File: src/rtl/dtfx_pkg.sv
// shared types, character codes and power-of-ten table for the decimal text converter
package dtfx_pkg;

    localparam int MAX_FRAC_DIGITS_DEF = 9;
    localparam int INT_BITS_DEF        = 32;
    localparam int CNT_W               = 4;
    localparam int FIX_FRAC_BITS       = 32;
    localparam int VALUE_W             = 64;

    localparam logic [7:0] CH_TAB   = 8'd9;
    localparam logic [7:0] CH_CR    = 8'd13;
    localparam logic [7:0] CH_SPACE = 8'd32;
    localparam logic [7:0] CH_PLUS  = 8'h2B;
    localparam logic [7:0] CH_MINUS = 8'h2D;
    localparam logic [7:0] CH_POINT = 8'h2E;
    localparam logic [7:0] CH_ZERO  = 8'h30;
    localparam logic [7:0] CH_NINE  = 8'h39;

    typedef struct packed {
        logic take;
        logic clear;
    } prs_ctl_t;

    typedef struct packed {
        logic negative;
        logic rejected;
        logic saturated;
    } prs_stat_t;

    function automatic logic [63:0] pow_ten(input logic [CNT_W-1:0] n);
        logic [63:0] p;
        case (n)
            4'd0:    p = 64'd1;
            4'd1:    p = 64'd10;
            4'd2:    p = 64'd100;
            4'd3:    p = 64'd1000;
            4'd4:    p = 64'd10000;
            4'd5:    p = 64'd100000;
            4'd6:    p = 64'd1000000;
            4'd7:    p = 64'd10000000;
            4'd8:    p = 64'd100000000;
            default: p = 64'd1000000000;
        endcase
        return p;
    endfunction

    // bits that hold 10^digits - 1, and 10^digits itself
    function automatic int frac_width(input int digits);
        return $clog2(pow_ten(CNT_W'(digits)));
    endfunction

endpackage

File: src/rtl/dtfx_parser.sv
// character parser: whitespace, sign, integer and fraction digit accumulation
module dtfx_parser #(
    parameter int MAX_FRAC_DIGITS = dtfx_pkg::MAX_FRAC_DIGITS_DEF,
    parameter int INT_BITS        = dtfx_pkg::INT_BITS_DEF
) (
    input  logic                                             clk,
    input  logic                                             rst_n,
    input  dtfx_pkg::prs_ctl_t                               ctl,
    input  logic [7:0]                                       ch,
    output dtfx_pkg::prs_stat_t                              stat,
    output logic [INT_BITS-2:0]                              int_accum,
    output logic [dtfx_pkg::frac_width(MAX_FRAC_DIGITS)-1:0] frac_accum,
    output logic [dtfx_pkg::CNT_W-1:0]                       frac_count
);
    import dtfx_pkg::*;

    localparam int INT_W  = INT_BITS - 1;
    localparam int IPW    = INT_W + 4;
    localparam int FRAC_W = frac_width(MAX_FRAC_DIGITS);
    localparam int FPW    = FRAC_W + 4;
    localparam logic [INT_W-1:0] INT_LIMIT = '1;

    typedef enum logic [1:0] {
        PH_WS,
        PH_SIGN,
        PH_INT,
        PH_FRAC
    } phase_t;

    phase_t              phase_reg, phase_next;
    logic                negative_reg, negative_next;
    logic                rejected_reg, rejected_next;
    logic                saturated_reg, saturated_next;
    logic [INT_W-1:0]    int_reg, int_next;
    logic [FRAC_W-1:0]   frac_reg, frac_next;
    logic [CNT_W-1:0]    count_reg, count_next;

    logic                digit;
    logic                blank;
    logic [3:0]          d;
    logic [IPW-1:0]      int_prod;
    logic [FPW-1:0]      frac_prod;

    assign digit = (ch >= CH_ZERO) && (ch <= CH_NINE);
    assign blank = ((ch >= CH_TAB) && (ch <= CH_CR)) || (ch == CH_SPACE);
    assign d     = ch[3:0];

    assign int_prod  = (IPW'(int_reg) << 3) + (IPW'(int_reg) << 1) + IPW'(d);
    assign frac_prod = (FPW'(frac_reg) << 3) + (FPW'(frac_reg) << 1) + FPW'(d);

    always_comb
    begin
        phase_next     = phase_reg;
        negative_next  = negative_reg;
        rejected_next  = rejected_reg;
        saturated_next = saturated_reg;
        int_next       = int_reg;
        frac_next      = frac_reg;
        count_next     = count_reg;
        if (ctl.clear)
        begin
            phase_next     = PH_WS;
            negative_next  = 1'b0;
            rejected_next  = 1'b0;
            saturated_next = 1'b0;
            int_next       = '0;
            frac_next      = '0;
            count_next     = '0;
        end
        else if (ctl.take && !rejected_reg)
        begin
            priority if (phase_reg == PH_WS && blank)
            begin
                phase_next = PH_WS;
            end
            else if (phase_reg == PH_WS && (ch == CH_MINUS || ch == CH_PLUS))
            begin
                negative_next = (ch == CH_MINUS);
                phase_next    = PH_SIGN;
            end
            else if (ch == CH_POINT)
            begin
                if (phase_reg == PH_FRAC)
                begin
                    rejected_next = 1'b1;
                end
                else
                begin
                    phase_next = PH_FRAC;
                end
            end
            else if (!digit)
            begin
                rejected_next = 1'b1;
            end
            else if (phase_reg == PH_FRAC)
            begin
                // digits past the limit are dropped
                if (count_reg < CNT_W'(MAX_FRAC_DIGITS))
                begin
                    frac_next  = FRAC_W'(frac_prod);
                    count_next = count_reg + 1'b1;
                end
            end
            else
            begin
                phase_next = PH_INT;
                if (int_prod > IPW'(INT_LIMIT))
                begin
                    int_next       = INT_LIMIT;
                    saturated_next = 1'b1;
                end
                else
                begin
                    int_next = INT_W'(int_prod);
                end
            end
        end
    end

    always_ff @(posedge clk or negedge rst_n)
    begin
        if (!rst_n)
        begin
            phase_reg     <= PH_WS;
            negative_reg  <= 1'b0;
            rejected_reg  <= 1'b0;
            saturated_reg <= 1'b0;
            int_reg       <= '0;
            frac_reg      <= '0;
            count_reg     <= '0;
        end
        else
        begin
            phase_reg     <= phase_next;
            negative_reg  <= negative_next;
            rejected_reg  <= rejected_next;
            saturated_reg <= saturated_next;
            int_reg       <= int_next;
            frac_reg      <= frac_next;
            count_reg     <= count_next;
        end
    end

    assign stat.negative  = negative_reg;
    assign stat.rejected  = rejected_reg;
    assign stat.saturated = saturated_reg;
    assign int_accum      = int_reg;
    assign frac_accum     = frac_reg;
    assign frac_count     = count_reg;

endmodule

File: src/rtl/dtfx_divider.sv
// restoring divider, one quotient bit per cycle, for the fraction scaling
module dtfx_divider #(
    parameter int MAX_FRAC_DIGITS = dtfx_pkg::MAX_FRAC_DIGITS_DEF
) (
    input  logic                                              clk,
    input  logic                                              rst_n,
    input  logic                                              start,
    input  logic [dtfx_pkg::frac_width(MAX_FRAC_DIGITS)+31:0] numerator,
    input  logic [dtfx_pkg::frac_width(MAX_FRAC_DIGITS)-1:0]  divisor,
    output logic                                              busy,
    output logic [dtfx_pkg::FIX_FRAC_BITS:0]                  quotient
);
    import dtfx_pkg::*;

    localparam int DIV_W = frac_width(MAX_FRAC_DIGITS);
    localparam int NUM_W = DIV_W + FIX_FRAC_BITS;
    localparam int CW    = $clog2(NUM_W + 1);

    logic [NUM_W-1:0] num_reg, num_next;
    logic [DIV_W-1:0] rem_reg, rem_next;
    logic [DIV_W-1:0] div_reg;
    logic [CW-1:0]    cnt_reg, cnt_next;
    logic             busy_reg, busy_next;
    logic [DIV_W:0]   trial;
    logic             qbit;

    // remainder stays below the divisor, so one extra bit covers the shift
    assign trial = {rem_reg, num_reg[NUM_W-1]};
    assign qbit  = (trial >= {1'b0, div_reg});

    always_comb
    begin
        num_next  = num_reg;
        rem_next  = rem_reg;
        cnt_next  = cnt_reg;
        busy_next = busy_reg;
        if (start)
        begin
            num_next  = numerator;
            rem_next  = '0;
            cnt_next  = CW'(NUM_W);
            busy_next = 1'b1;
        end
        else if (busy_reg)
        begin
            num_next  = {num_reg[NUM_W-2:0], qbit};
            rem_next  = qbit ? DIV_W'(trial - {1'b0, div_reg}) : DIV_W'(trial);
            cnt_next  = cnt_reg - 1'b1;
            busy_next = (cnt_reg != CW'(1));
        end
    end

    always_ff @(posedge clk or negedge rst_n)
    begin
        if (!rst_n)
        begin
            busy_reg <= 1'b0;
            cnt_reg  <= '0;
        end
        else
        begin
            busy_reg <= busy_next;
            cnt_reg  <= cnt_next;
        end
    end

    always_ff @(posedge clk)
    begin
        num_reg <= num_next;
        rem_reg <= rem_next;
        if (start)
        begin
            div_reg <= divisor;
        end
    end

    assign busy     = busy_reg;
    assign quotient = num_reg[FIX_FRAC_BITS:0];

    a_start_busy: assert property (@(posedge clk) disable iff (!rst_n)
        start |=> busy_reg && (cnt_reg == CW'(NUM_W)))
        else $error("divider did not start");

    a_busy_count: assert property (@(posedge clk) disable iff (!rst_n)
        busy_reg |-> (cnt_reg != '0))
        else $error("divider busy with empty count");

endmodule

File: src/rtl/decimal_text_to_fixed_point.sv
// top level: decimal text to signed q32.32 converter with sequencer and output register
//
// input channel s_axis: one ascii character per word in tdata, tlast on the
// final character of a number. output channel m_axis: one word per number,
// tdata = signed q32.32 value, tuser = {overflow, valid_res}.
// a character that is not last is taken in S_IDLE and ready stays high.
// the last character is parsed, the fraction division is set up in S_LOAD,
// the shared restoring divider works through its numerator of
// frac_width(MAX_FRAC_DIGITS) + 32 bits in S_DIV (62 at the default of 9
// digits), and the result is formed in S_DONE.
// a rejected string skips the divider and goes from S_LOAD to S_DONE.
// the divider produces one quotient bit per cycle.
// the result waits in an output register; the next string's characters are
// taken while it waits; the next result holds ready low until it is taken.
// reset clears the parser, the sequencer and the output valid flag.
module decimal_text_to_fixed_point #(
    parameter int MAX_FRAC_DIGITS = dtfx_pkg::MAX_FRAC_DIGITS_DEF,
    parameter int INT_BITS        = dtfx_pkg::INT_BITS_DEF
) (
    input  logic        clk,
    input  logic        rst_n,
    input  logic        s_axis_tvalid,
    output logic        s_axis_tready,
    input  logic [7:0]  s_axis_tdata,   // ch
    input  logic        s_axis_tlast,   // last
    output logic        m_axis_tvalid,
    input  logic        m_axis_tready,
    output logic [63:0] m_axis_tdata,   // value
    output logic [1:0]  m_axis_tuser    // overflow, valid_res
);
    import dtfx_pkg::*;

    localparam int FRAC_W = frac_width(MAX_FRAC_DIGITS);
    localparam int NUM_W  = FRAC_W + FIX_FRAC_BITS;
    localparam int INT_W  = INT_BITS - 1;

    typedef enum logic [1:0] {
        S_IDLE,
        S_LOAD,
        S_DIV,
        S_DONE
    } state_t;

    state_t                  state_reg;
    logic                    m_valid_reg;
    logic [VALUE_W-1:0]      value_reg;
    logic                    valid_res_reg;
    logic                    overflow_reg;

    prs_ctl_t                prs_ctl;
    prs_stat_t               prs_stat;
    logic [INT_W-1:0]        int_accum;
    logic [FRAC_W-1:0]       frac_accum;
    logic [CNT_W-1:0]        frac_count;

    logic                    div_start;
    logic                    div_busy;
    logic [FRAC_W-1:0]       divisor;
    logic [NUM_W-1:0]        numerator;
    logic [FIX_FRAC_BITS:0]  quot;

    logic                    accept;
    logic                    out_free;
    logic [31:0]             hi_part;
    logic [VALUE_W-1:0]      mag;
    logic [VALUE_W-1:0]      result;

    assign s_axis_tready = (state_reg == S_IDLE);
    assign accept        = s_axis_tvalid && s_axis_tready;
    assign out_free      = !m_valid_reg || m_axis_tready;

    assign prs_ctl.take  = accept;
    assign prs_ctl.clear = (state_reg == S_DONE) && out_free;

    assign div_start = (state_reg == S_LOAD) && !prs_stat.rejected;
    assign divisor   = FRAC_W'(pow_ten(frac_count));
    // round to nearest: add half the divisor before dividing
    assign numerator = {frac_accum, {FIX_FRAC_BITS{1'b0}}} + NUM_W'(divisor >> 1);

    assign hi_part = 32'(int_accum) + 32'(quot[FIX_FRAC_BITS]);
    assign mag     = {hi_part, quot[FIX_FRAC_BITS-1:0]};
    assign result  = prs_stat.negative ? (~mag + 1'b1) : mag;

    dtfx_parser #(
        .MAX_FRAC_DIGITS (MAX_FRAC_DIGITS),
        .INT_BITS        (INT_BITS)
    ) u_parser (
        .clk        (clk),
        .rst_n      (rst_n),
        .ctl        (prs_ctl),
        .ch         (s_axis_tdata),
        .stat       (prs_stat),
        .int_accum  (int_accum),
        .frac_accum (frac_accum),
        .frac_count (frac_count)
    );

    dtfx_divider #(
        .MAX_FRAC_DIGITS (MAX_FRAC_DIGITS)
    ) u_divider (
        .clk       (clk),
        .rst_n     (rst_n),
        .start     (div_start),
        .numerator (numerator),
        .divisor   (divisor),
        .busy      (div_busy),
        .quotient  (quot)
    );

    always_ff @(posedge clk or negedge rst_n)
    begin
        if (!rst_n)
        begin
            state_reg     <= S_IDLE;
            m_valid_reg   <= 1'b0;
            value_reg     <= '0;
            valid_res_reg <= 1'b0;
            overflow_reg  <= 1'b0;
        end
        else
        begin
            if (m_valid_reg && m_axis_tready && (state_reg != S_DONE))
            begin
                m_valid_reg <= 1'b0;
            end
            unique case (state_reg)
                S_IDLE:
                begin
                    if (accept && s_axis_tlast)
                    begin
                        state_reg <= S_LOAD;
                    end
                end
                S_LOAD:
                begin
                    state_reg <= prs_stat.rejected ? S_DONE : S_DIV;
                end
                S_DIV:
                begin
                    if (!div_busy)
                    begin
                        state_reg <= S_DONE;
                    end
                end
                S_DONE:
                begin
                    if (out_free)
                    begin
                        m_valid_reg <= 1'b1;
                        if (prs_stat.rejected)
                        begin
                            value_reg     <= '0;
                            valid_res_reg <= 1'b0;
                            overflow_reg  <= 1'b0;
                        end
                        else
                        begin
                            value_reg     <= result;
                            valid_res_reg <= 1'b1;
                            overflow_reg  <= prs_stat.saturated;
                        end
                        state_reg <= S_IDLE;
                    end
                    else
                    begin
                        m_valid_reg <= m_valid_reg;
                    end
                end
                default:
                begin
                    state_reg <= S_IDLE;
                end
            endcase
        end
    end

    assign m_axis_tvalid = m_valid_reg;
    assign m_axis_tdata  = value_reg;
    assign m_axis_tuser  = {overflow_reg, valid_res_reg};

    a_busy_in_div: assert property (@(posedge clk) disable iff (!rst_n)
        div_busy |-> (state_reg == S_DIV))
        else $error("divider running outside division state");

    a_last_stalls: assert property (@(posedge clk) disable iff (!rst_n)
        accept && s_axis_tlast |=> !s_axis_tready)
        else $error("input taken while a number is being finished");

    a_reject_zero: assert property (@(posedge clk) disable iff (!rst_n)
        m_valid_reg && !valid_res_reg |-> (value_reg == '0) && !overflow_reg)
        else $error("rejected string gave nonzero result");

    a_done_word: assert property (@(posedge clk) disable iff (!rst_n)
        (state_reg == S_DONE) && out_free |=> m_valid_reg && (state_reg == S_IDLE))
        else $error("result word not presented");

endmodule

File: config.mk
export PLATFORM = sky130hd
export DESIGN_NAME = decimal_text_to_fixed_point
export DESIGN_NICKNAME = d
export VERILOG_FILES = /design/src/rtl/dtfx_pkg.sv /design/src/rtl/dtfx_parser.sv /design/src/rtl/dtfx_divider.sv /design/src/rtl/decimal_text_to_fixed_point.sv
export SDC_FILE = /design/constraint.sdc
export NUM_CORES = 1
export LEC_CHECK = 0
export BUFFER_PORTS_ARGS = -buffer_cell sky130_fd_sc_hd__buf_2
export CORE_MARGIN = 1
export CORE_UTILIZATION = 39
export DETAILED_ROUTE_END_ITERATION = 10
export SYNTH_ARGS = -nofsm -noshare
export SYNTH_HDL_FRONTEND = slang
export SYNTH_HIERARCHICAL = 1
export SYNTH_SLANG_ARGS = --single-unit
File: constraint.sdc
create_clock -name clk -period 5.5 [get_ports clk]
set_input_delay 0.825 -clock clk [delete_from_list [all_inputs] [get_ports clk]]
set_output_delay 0.825 -clock clk [all_outputs]
set_load 0.02 [all_outputs]
# After elaboration in Yosys (flattened, before gate mapping)
# Memories as Yosys holds them, arrays and structs flattened.
# Index checks and enable logic that the tools add are counted.
# classes
n_lt_le_gt_ge,7
n_mux,70
n_eq_ne,21
reduce_logical,36
add_sub_neg,10
n_bitwise,1
# ops
cell,n
2-to-1 mux 30 bit,9
2-to-1 mux 31 bit,8
2-to-1 mux 64 bit,2
2-to-1 mux 62 bit,2
"adder 64 x 1 -> 64 bit, second input constant",1
NOT 64 bit,1
adder 62 x 29 -> 62 bit,1
adder 34 x 32 -> 35 bit,1
adder 35 x 4 -> 35 bit,1
"greater-than comparator 35 x 31 -> 1 bit, second input constant",1
adder 31 x 1 -> 32 bit,1
"== test 8 x 6 -> 1 bit, second input constant",4
2-to-1 mux 4 bit,8
>= comparator 31 x 30 -> 1 bit,1
adder 30 bit,1
adder 30 x 4 -> 30 bit,1
subtractor 30 bit,1
2-to-1 mux 1 bit,27
2-to-1 mux 2 bit,11
nonzero test 2 bit,8
"inequality test 2 bit, second input constant",7
AND reduction 7 bit,2
2-to-1 mux 6 bit,2
logical AND 1 bit,11
other kinds (24),33
# totals
in_bits,13
romBits,480
out_inout_bits,68
regBits,268
word_cells,163
mem_count,1
# mem_list
name,depth,word_bits,read_ports,rd_ports_with_merged_regs,write_ports,line,rtl
(name not given),16,30,1,0,0,dtfx_pkg.sv:32,case (n)

# Logic depth before layout (Yosys ltp)
# logic_depth
word_depth,11
ltp_mapped,14
ltp_nobuf,12

# Modules after synthesis
# The synthesis kept the hierarchy.
# modules_own_cells
mod,seq_area_each_um2,cells_each,area_per_inst_um2,instances
dtfx_divider,3538.4,661,7368.3,1
dtfx_parser,1751.7,818,6956.7,1
decimal_text_to_fixed_point,1726.7,698,5646.7,1

# Worst setup path before layout
# Ideal clock, no wire load.
# synth_timing
kind,reg2reg
start,reg u_parser.rejected_reg
end,"reg u_divider.num_reg[0], enable pin"
t_required_ps,5084
path_stages_with_launch,7
path_slack_ps,1227
t_arrival_ps,3857
cell_sequence,dfrtp_1 > buf_4 > clkbuf_1 > nor2b_1 > buf_6 > nor2_1 > inv_1
# synth_via
elab_chain_len,3
# synth_rtl
element,line,rtl
from (decl),dtfx_parser.sv:32,"logic rejected_reg, rejected_next;"
from (signal assigned),dtfx_parser.sv:137,rejected_reg <= rejected_next;
logical NOT 1 bit,decimal_text_to_fixed_point.sv:75,assign div_start = (state_reg == S_LOAD) && !prs_stat.rejected;
logical AND 1 bit,decimal_text_to_fixed_point.sv:75,
named net div_start,decimal_text_to_fixed_point.sv:56,logic div_start;
nonzero test 2 bit (no source line),--,
to (signal assigned),dtfx_divider.sv:69,num_reg <= num_next;
to (decl),dtfx_divider.sv:19,"logic [NUM_W-1:0] num_reg, num_next;"
# The timed path passes the listed nets, and every way through them passes these cells.
# A chain may end at the register's enable or synchronous reset.

# Worst setup path in the final report
# layout_timing
start,"reg u_parser.int_reg[2], in the netlist u_parser/int_accum[2]"
end,"reg u_parser.int_reg[4], in the netlist u_parser/int_accum[4]"
# layout_via
elab_chain_len,11
# layout_rtl
element,line,rtl
from (decl),dtfx_parser.sv:34,"logic [INT_W-1:0] int_reg, int_next;"
from (signal assigned),dtfx_parser.sv:139,int_reg <= int_next;
adder 34 x 32 -> 35 bit (*),dtfx_parser.sv:48,assign int_prod = (IPW'(int_reg) << 3) + (IPW'(int_reg) << 1) + IPW'(d);
adder 35 x 4 -> 35 bit (*),dtfx_parser.sv:48,
greater-than comparator 35 x 31 -> 1 bit,dtfx_parser.sv:108,if (int_prod > IPW'(INT_LIMIT))
2-to-1 mux 31 bit (*),dtfx_parser.sv:108,
2-to-1 mux 31 bit (*),dtfx_parser.sv:96,else if (phase_reg == PH_FRAC)
2-to-1 mux 31 bit (*),dtfx_parser.sv:92,else if (!digit)
2-to-1 mux 31 bit (*),dtfx_parser.sv:81,else if (ch == CH_POINT)
2-to-1 mux 31 bit (*),dtfx_parser.sv:76,else if (phase_reg == PH_WS && (ch == CH_MINUS || ch == CH_PLUS))
2-to-1 mux 31 bit (*),dtfx_parser.sv:72,priority if (phase_reg == PH_WS && blank)
2-to-1 mux 31 bit (*),dtfx_parser.sv:70,else if (ctl.take && !rejected_reg)
2-to-1 mux 31 bit (*),dtfx_parser.sv:60,if (ctl.clear)
# Every way passes the cells marked *; elsewhere a longest branch is shown, timed or not. The select of a mux whose other input is x is not followed.

==> run_results.csv <==
group,metric,value,unit
worst_hold_path,min_path_type,"primary input to asynchronous set/reset pin",
die,fp-row-count,82,
finish,nets,2340,
clock_tree,clk_pin_slew_worst_paths,0.07,ns
placement,globalplace.congestion,0.906,
finish,final_cell_mix,"nand2_1, ha_1, o21ai_0, dfrtp_1, a21oi_1",
clock_tree,cts_resized,0,
power,p_comb_frac,0.449,
clock_tree,cts_setup_buffers,0,
synthesis,postSynth.asyncResetShare,0.545,
sta,relSlewSlack,0.179,
sta,final_hold_viol_count,0,
synthesis,yosysWarningCount,6,
critical_path,worstPathCellList,"inv_1 -> fa_1 -> inv_1 -> ha_1 -> a211oi_1 -> o21ai_0 -> o2111ai_1 -> buf_4 -> a21o_1 -> a211o_1 -> o211ai_1 -> and4_1 -> a31oi_1",
critical_path,startpoint_type,"flop",
grt,grt_max_degree,74,
sta,setup_tns,0,ns
critical_path,cpPeakStageDelay,1.04,ns
power,power_frac_seq,0.321,
drt,postRouteAntennaNets,0,
sta,period_share,0.838,
status,outcome,"complete, no violations",
synthesis,yosysSeqAreaShare,0.351,
sta,setup_violations,0,
synthesis,post_synth.cell_area_avg,9.17,um2
drt,drc,0,
drt,viasPerCell,5.74,
die,core-area,50400,um2
placement,placement.io_buffers,80,
critical_path,crit_arrival,5.01,ns
drt,wl_per_cell,18.2,um
clock_tree,cts_max_level,1,
drt,firstDrtPassIters,8,
clock_tree,numCtsBuffers,31,
critical_path,cp-end-kind,"flop",
power,p_clk_frac,0.231,
critical_path,criticalPathCategory,"flop to flop",
synthesis,synth.distinct_cells,106,
power,p_leak,9.78,nW
placement,pre_cts_ws,0.679,ns
sta,min_period,4.61,ns
grt,grtUsageTotal,0.196,
power,swShare,0.409,
synthesis,ys_seq_elements,268,
die,die-area,52100,um2
placement,dp_hpwl,38.1,mm
finish,fillers,4928,
sta,fmax,0.217,GHz
finish,insertedDiodeCount,0,
sta,rsz0062_at_grt,"no",
clock_tree,clk_latency,0.60,ns
grt,grt_pass1_wl,84.7,mm
sta,setup_ws,0.893,ns
clock_tree,cts.sink_count,268,
critical_path,required,5.90,ns
die,ios,81,
synthesis,syn_inst,2177,
synthesis,ys.flop_type,"dfrtp_1",
finish,largest_register_ffs,64,
clock_tree,cts_root_buf,"clkbuf_16",
synthesis,synth.cell_area,20000,um2
critical_path,crit_path_frequent_cell,"inv_1",
clock_tree,cts_tree,"yes",
grt,grt_pass1_vias,15700,
drt,num_vias,16400,
die,die_w,228,um
die,die_height,228,um
sta,maxSlewViolCount,0,
finish,mostFrequentLayoutCell,"nand2_1",
sta,worstMarginPinSlew,1.23,ns
grt,grt_antenna_before_repair,0,
grt,overflow,0,
critical_path,crit_slowest_cell,"and4_1",
die,initial_core_util,0.396,
finish,layout-drive-gt1-share,0.127,
power,p_switching,3.76,mW
power,power.density,427,nW/um2
job,max_cap_violations,0,
power,p_int,5.43,mW
clock_tree,clock_path_buffers,3,
power,ir_drop,0.000285,V
critical_path,cp_max_fo,32,
sta,fin_skew,0.0222,ns
clock_tree,ctsHoldBuffers,0,
finish,syn2layout_area_growth,7.91,%
drt,wirelength,51.9,mm
synthesis,synth_edf_count,92,
drt,drtIter0Drc,1351,
[worst max-delay path: cells and delay by family (launching register included)]
kind,cells,cell delay [ns]
AOI/OAI and AO/OA,7,1.44
and+or+nand+nor,1,1.04
adders and majority gates,2,0.87
DFF,1,0.68
buffers and inverters,3,0.37
[path summary, 6_finish.rpt]
| kind | start | endpoint | slack (ns) | cells after the start |
|---|---|---|---|---|
| worst max-delay path | u_parser/int_accum[2]$_DFFE_PN0P_ | u_parser/int_accum[4]$_DFFE_PN0P_ | 0.89 | 13 |
| worst min-delay path | rst_n | m_axis_tdata[1]$_DFFE_PN0P_ | 0.11 | 1 |
| worst max register to register | u_parser/int_accum[2]$_DFFE_PN0P_ | u_parser/int_accum[4]$_DFFE_PN0P_ | 0.89 | 13 |
| worst min register to register | m_axis_tdata[25]$_DFFE_PN0P_ | m_axis_tdata[25]$_DFFE_PN0P_ | 0.47 | 2 |
| max in group asynchronous | rst_n | u_parser/negative_reg$_DFFE_PN0P_ | 4.17 | 2 |
| min in group clk | m_axis_tdata[25]$_DFFE_PN0P_ | m_axis_tdata[25]$_DFFE_PN0P_ | 0.47 | 2 |
[power by group through the flow]
stage | Clock (mW) | Combinational, mW | Sequential, mW
6_report | 2.12 | 4.12 | 2.95
5_1_grt | 2.25 | 4.60 | 3.01
4_1_cts | 2.18 | 4.12 | 2.95
3_5_place_dp | 0 | 4.11 | 2.98
3_3_place_gp | 0 | 4.06 | 2.97
2_1_floorplan | 0 | 3.29 | 2.94
[per-layer routing]
layer | wire length [um] | up-vias | track usage | part of all wire
li1 | - | 7953 | - | -
met4 | 1070 | 0 | 0.0461 | 0.021
met5 | 0 | - | 0 | 0
met3 | 2210 | 59 | 0.0235 | 0.043
met1 | 25100 | 8035 | 0.283 | 0.48
met2 | 23500 | 352 | 0.313 | 0.45
[final cells by class]
type | instances | area, um2 | share of cell area
clock buffer | 43 | 903 | 0.0419
clock inverter | 15 | 149 | 0.00691
inverter | 87 | 327 | 0.0152
multi-input combinational | 1673 | 11800 | 0.546
sequential | 268 | 7020 | 0.326
tap | 672 | 841 | 0.0390
timing repair buffer | 98 | 542 | 0.0251
[cells by family (layout without fill, tap and decap cells)]
logic type	Yosys count	count (layout)	synth area share
simple gates	672	672	0.172
compound gates	597	597	0.197
flops	268	268	0.351
buf+inv	238	243	0.0611
fa+ha+maj	168	168	0.107
xor+xnor	153	153	0.0671
mux	80	80	0.0442
other cells	1	3	0.000188
[cell usage after synthesis, drive strengths merged (11+ instances only)]
| cell | number | area, um2 |
|---|---|---|
| nand2 | 246 | 933 |
| o21ai | 165 | 826 |
| ha | 163 | 2040 |
| dfrtp | 146 | 3650 |
| a21oi | 121 | 609 |
| nor2 | 107 | 409 |
| edfxtp | 92 | 2760 |
| xnor2 | 92 | 806 |
| inv | 86 | 323 |
| buf | 78 | 596 |
| clkbuf | 73 | 298 |
| mux2 | 65 | 732 |
| nand3 | 61 | 315 |
| xor2 | 61 | 534 |
| a21o | 50 | 379 |
| a31oi | 50 | 328 |
| nor3 | 49 | 245 |
| nand4 | 31 | 215 |
| dfxtp | 30 | 601 |
| and3 | 27 | 175 |
| o211ai | 27 | 213 |
| o31ai | 23 | 173 |
| or3 | 21 | 136 |
| or4 | 20 | 169 |
| o21a | 19 | 143 |
| nor4 | 18 | 155 |
| a211oi | 17 | 150 |
| a311oi | 17 | 155 |
| mux2i | 15 | 150 |
| nand2b | 15 | 93.8 |
| nor2b | 13 | 81.3 |
| and2 | 12 | 75.1 |
| a22o | 11 | 96.3 |
| or2 | 11 | 68.8 |
[through the flow]
stage,cell area (um2),power [mW],util,cells,hold WS [ns]
after detailed placement,20500,7.09,0.407,2798,0.471
after floorplan,20000,6.23,-,2179,0.448
after global routing,21600,9.86,0.428,2856,0.119
after global placement,20500,7.02,0.407,2798,0.456
after CTS,21600,9.25,0.428,2856,0.108
final,21600,9.19,0.428,2856,0.115
No activity file was read; power rests on OpenSTA's default activity.
